<file path="src/design/rfpc_pkg.sv">
// Shared types, widths and codes of the random fern posterior classifier.
package rfpc_pkg;

   localparam int DEF_NUM_FERNS  = 10;
   localparam int DEF_FERN_BITS  = 13;
   localparam int DEF_COUNT_BITS = 16;

   localparam int MAX_FERNS   = 10;
   localparam int LEAF_BITS   = 13;
   localparam int LEAF_EXT    = 16;
   localparam int POST_BITS   = 16;
   localparam int VOTE_BITS   = 20;
   localparam int CMD_BITS    = 2;
   localparam int CSR_IDX_BITS = 2;
   localparam int CSR_DATA_BITS = 20;
   localparam int FRAC_BITS   = 16;
   localparam int DIV_STEPS   = POST_BITS;
   localparam int DIV_CNT_BITS = $clog2(DIV_STEPS);

   localparam logic [FRAC_BITS-1:0] FRAC_RESET  = 16'd39322;
   localparam logic [VOTE_BITS-1:0] NEG_RESET   = 20'd327680;
   localparam logic [POST_BITS-1:0] POST_ONE    = '1;

   localparam logic [CMD_BITS-1:0] CMD_MEASURE  = 2'd0;
   localparam logic [CMD_BITS-1:0] CMD_TRAIN    = 2'd1;
   localparam logic [CMD_BITS-1:0] CMD_EVALUATE = 2'd2;

   localparam logic [CSR_IDX_BITS-1:0] CSR_POS_FRACTION = 2'd0;
   localparam logic [CSR_IDX_BITS-1:0] CSR_NEG_LIMIT    = 2'd1;

   typedef struct packed {
      logic clear;
      logic rd;
      logic load;
      logic step;
      logic write;
      logic label;
   } lane_ctl_type;

endpackage

</file>
<file path="src/design/rfpc_merge.sv">
// Merging stage: sums the lane posteriors into the vote and ORs the update flags.
module rfpc_merge import rfpc_pkg::*; #(
   parameter int NUM_FERNS = DEF_NUM_FERNS
) (
   input  logic [POST_BITS-1:0] posterior [NUM_FERNS],
   input  logic [NUM_FERNS-1:0] incremented,
   output logic [VOTE_BITS-1:0] vote,
   output logic                 any_inc
);

   always_comb begin
      vote = '0;
      for (int f = 0; f < NUM_FERNS; f++) begin
         vote = vote + VOTE_BITS'(posterior[f]);
      end
   end

   assign any_inc = |incremented;

endmodule

</file>
<file path="config.mk">
export PLATFORM = sky130hd
export DESIGN_NAME = rfpc_merge
export DESIGN_NICKNAME = d
export VERILOG_FILES = /design/src/design/rfpc_pkg.sv /design/src/design/rfpc_merge.sv
export SDC_FILE = /design/constraint.sdc
export NUM_CORES = 1
export LEC_CHECK = 0
export BUFFER_PORTS_ARGS = -buffer_cell sky130_fd_sc_hd__buf_2
export CAP_MARGIN = 20
export CORE_MARGIN = 2
export CORE_UTILIZATION = 45
export DETAILED_ROUTE_END_ITERATION = 6
export PLACE_DENSITY = 0.87
export SYNTH_ARGS = -nofsm -noshare
export SYNTH_HDL_FRONTEND = slang
export SYNTH_SLANG_ARGS = --single-unit
</file>
<file path="constraint.sdc">
create_clock -name vclk -period 4.1
set_input_delay 0.205 -clock vclk [all_inputs]
set_output_delay 0.205 -clock vclk [all_outputs]
set_load 0.02 [all_outputs]
</file>
# Word-level counts from Yosys, hierarchy flattened
# Cells that the tools add are included.
[op_classes]
addsub = 9
reduce_logical = 1
[op_table]
columns = ["cell", "n"]
rows = [
  ["$add A20 B16 Y20", 5],
  ["$add A19 B16 Y20", 1],
  ["$add A18 B16 Y19", 1],
  ["$add A17 B16 Y18", 1],
  ["$add A16 B16 Y17", 1],
  ["$reduce_or A10 Y1", 1],
]
[totals]
ff_bits = 0
in_bits = 170
output_inout_bits = 21
wordCells = 10

# Logic depth before layout (Yosys ltp)
[depth]
ltp_word = 9
ltp_mapped = 18
mapped_depth_nobuf = 17

# Worst setup path after synthesis
# Ideal clock, no wire load.
[synth_timing]
path_type = "input -> output"
start = "in posterior[98] (netlist name)"
end = "out vote[17]"
arrival_time_ns = 4.476
t_required_ns = 3.895
slack_ns = -0.581
path_stages = 14
n_path_buf = 0
path_cell_list = "fa_1 fa_1 fa_1 inv_1 fa_1 inv_1 fa_1 inv_1 fa_1 nor2b_2 o211ai_1 a21o_1 o211a_1 a211oi_1"
[synth_between]
elab_chain_len = 7
[synth_lines]
columns = ["item", "line", "rtl"]
rows = [
  ["from (decl)", "rfpc_merge.sv:5", "input logic [POST_BITS-1:0] posterior [NUM_FERNS],"],
  ["$add A18 B16 Y19", "rfpc_merge.sv:14", "vote = vote + VOTE_BITS'(posterior[f]);"],
  ["$add A19 B16 Y20", "rfpc_merge.sv:14", ""],
  ["$add A20 B16 Y20 (5 in series)", "rfpc_merge.sv:14", ""],
  ["to (decl)", "rfpc_merge.sv:7", "output logic [VOTE_BITS-1:0] vote,"],
]
# Every way passes these cells.

# Final worst setup path
[layout_timing]
start = "in posterior[2] (netlist name)"
end = "out vote[17]"
[layout_between]
elab_chain_len = 1
[layout_lines]
columns = ["item", "line"]
rows = [
  ["$add A20 B16 Y20", "rfpc_merge.sv:14"],
]
# Every way passes these cells.

==> results.sh <==
export IMPL_run_status="complete, but fails checks"
export IMPL_violations="negative setup slack"
export IMPL_core_um2=9150
export IMPL_syn_area_um2=4200
export IMPL_num_antenna_cells=0
export IMPL_die_area_um2=10100
export IMPL_slew_headroom_pct=73.4
export IMPL_worst_pin_slew_ns=0.396
export IMPL_synthesis_nets=750
export IMPL_place_congestion=0.845
export IMPL_drive_gt1_share_pct=49.4
export IMPL_grt_usage_pct=21.9
export IMPL_cts_hold_buf=0
export IMPL_syn_inst=428
export IMPL_avgSynthCellArea_um2=9.81
export IMPL_ys_warn_count=0
export IMPL_register_area_um2=0
export IMPL_syn2layout_area_growth_pct=49.9
export IMPL_ant_nets=0
export IMPL_hold_viol=0
export IMPL_fillers=690
export IMPL_clock_buffers=0
export IMPL_drt_pass1_iterations=4
export IMPL_synth_top_area_share_pct=59.6
export IMPL_crit_top_cell="fa_1"
export IMPL_required_ns=3.89
export IMPL_setup_viol=17
export IMPL_crit_path_cell_trace="buf_8 > inv_4 > fa_1 > inv_1 > fa_1 > fa_1 > inv_1 > fa_1 > inv_1 > fa_1 > inv_2 > fa_2 > nor2b_4 > o211ai_1 > a21o_4 > o211a_1 > a211oi_4 > buf_6"
export IMPL_grt_max_degree=9
export IMPL_yosysMostFrequentCell="inv_1"
export IMPL_place_ws_ns=-0.695
export IMPL_path_class="in2out"
export IMPL_drt_iter0_drc=68
export IMPL_io_pins=191
export IMPL_critPathMaxFanout=5
export IMPL_start_kind="primary input"
export IMPL_fp_row_count=35
export IMPL_vias_per_cell=4.75
export IMPL_wire_per_inst_um=13.9
export IMPL_route_detailed_drc=0
export IMPL_cp_arrival_ns=4.51
export IMPL_dp_final_hpwl_um=9750
export IMPL_netlist_top_cells_area="fa_1 (60%), inv_1 (13%), ha_1 (8.0%), a21oi_1 (1.7%), nor2_1 (1.6%)"
export IMPL_clock_fmax_ghz=0.212
export IMPL_max_stage_delay_ns=0.54
export IMPL_yosysTopAreaCell="fa_1"
export IMPL_rsz0062_at_grt="yes"
export IMPL_die_w_um=101
export IMPL_drv_cap=0
export IMPL_fin_crit_sh_pct=115
export IMPL_dp_cells=767
export IMPL_setup_ws_ns=-0.619
export IMPL_fin_crit_ns=4.72
export IMPL_critPathCaptureType="output port"
export IMPL_grt_pass1_vias=4474
export IMPL_whs_ns=0.727
export IMPL_initial_core_util_pct=45.9
export IMPL_grt_overflow_total=0
export IMPL_io_buffers=191
export IMPL_maxSlewViolCount=0
export IMPL_seq_cell_count=0
export IMPL_antenna_found_initial=0
export IMPL_ys_seq_area_share_pct=0
export IMPL_routed_wl_um=10900
export IMPL_critical_path_slowest_cell="fa_1"
export IMPL_yosysUniqueCellTypes=48
export IMPL_fin_nets=996
export IMPL_grt_pass1_wl_um=18100
export IMPL_critPathLaunch="posterior[2]"
export IMPL_die_height_um=101
export IMPL_min_delay_start="incremented[8]"
export IMPL_synthTopCellsByCount="inv_1 (151), fa_1 (125), ha_1 (27)"
export IMPL_fin_cells=783
export IMPL_min_path_type="in2out"
export IMPL_vias=3719
==> cells by family (layout without fill, tap and decap cells) <==
logic type | after synthesis | count (layout) | share of synthesized area, %
buffers and inverters | 154 | 398 | 14.0
adders and majority gates | 152 | 152 | 67.6
and+or+nand+nor | 59 | 59 | 6.97
AOI/OAI and AO/OA | 50 | 50 | 8.64
xor gates and xnor gates | 12 | 12 | 2.50
muxes | 1 | 1 | 0.238
==> per-stage QoR <==
stage	util, %	cell area [um^2]	setup TNS, ns
3_3_place_gp	62.8	5750	-6.36
3_5_place_dp	62.8	5750	-7.49
4_1_cts	66.4	6070	-6.64
2_1_floorplan	-	4370	-1.89
5_1_grt	68.8	6290	-9.42
6_report	68.8	6290	-7.40
==> cells in the final DEF, fill, tap and decap left out, drive strengths merged, types with 2 or more instances in the layout <==
| cell type | n |
|---|---|
| nor2b | 3 |
| and3 | 3 |
| a31oi | 2 |
| o21a | 2 |
| xnor2 | 7 |
| nor2 | 18 |
| o211ai | 2 |
| xor2 | 5 |
| a311oi | 2 |
| a21oi | 17 |
| and2 | 2 |
| nor3 | 3 |
| a211o | 2 |
| fa | 125 |
| nand2 | 17 |
| a21o | 4 |
| nor4 | 2 |
| a211oi | 2 |
| ha | 27 |
| inv | 151 |
| buf | 247 |
| nand3 | 4 |
| o21ai | 10 |
==> final cells by class <==
cell class / instances / area, um^2 / share of cell area (%)
Inverter: 151 / 569 / 9.04
Multi-Input combinational cell: 274 / 4070 / 64.7
Tap cell: 111 / 139 / 2.21
Timing Repair Buffer: 247 / 1520 / 24.1
==> layer usage <==
| metal | vias up | GRT usage (%) | part of all wire (%) |
|---|---|---|---|
| met1 | 1816 | 19.9 | 31 |
| met2 | 149 | 48.9 | 60 |
| met4 | 0 | 4.43 | 1.6 |
| met3 | 16 | 3.12 | 6.8 |
| li1 | 1738 | - | - |
| met5 | - | 0 | 0 |
==> worst paths after layout <==
path                        to  slack (ns)  cells after the start
worst min-delay path   any_inc        0.73                      4
worst max-delay path  vote[17]       -0.62                     18
==> critical path: cells and delay by family <==
| kind | cells | cell delay, ns |
|---|---|---|
| fa+ha+maj | 6 | 2.87 |
| compound gates | 4 | 0.85 |
| buf+inv | 7 | 0.46 |
| simple gates | 1 | 0.13 |
==> what timing repair did <==
item / CTS / global route
buffers inserted: 10 / 8
endpoints found under the setup margin: 17 / 17
pin swaps: 31 / 33
resized for setup: 70 / 42
Power is left out: the tool's default activity adds up to more than one toggle a clock period on the data nets, which glitch-free logic cannot reach.
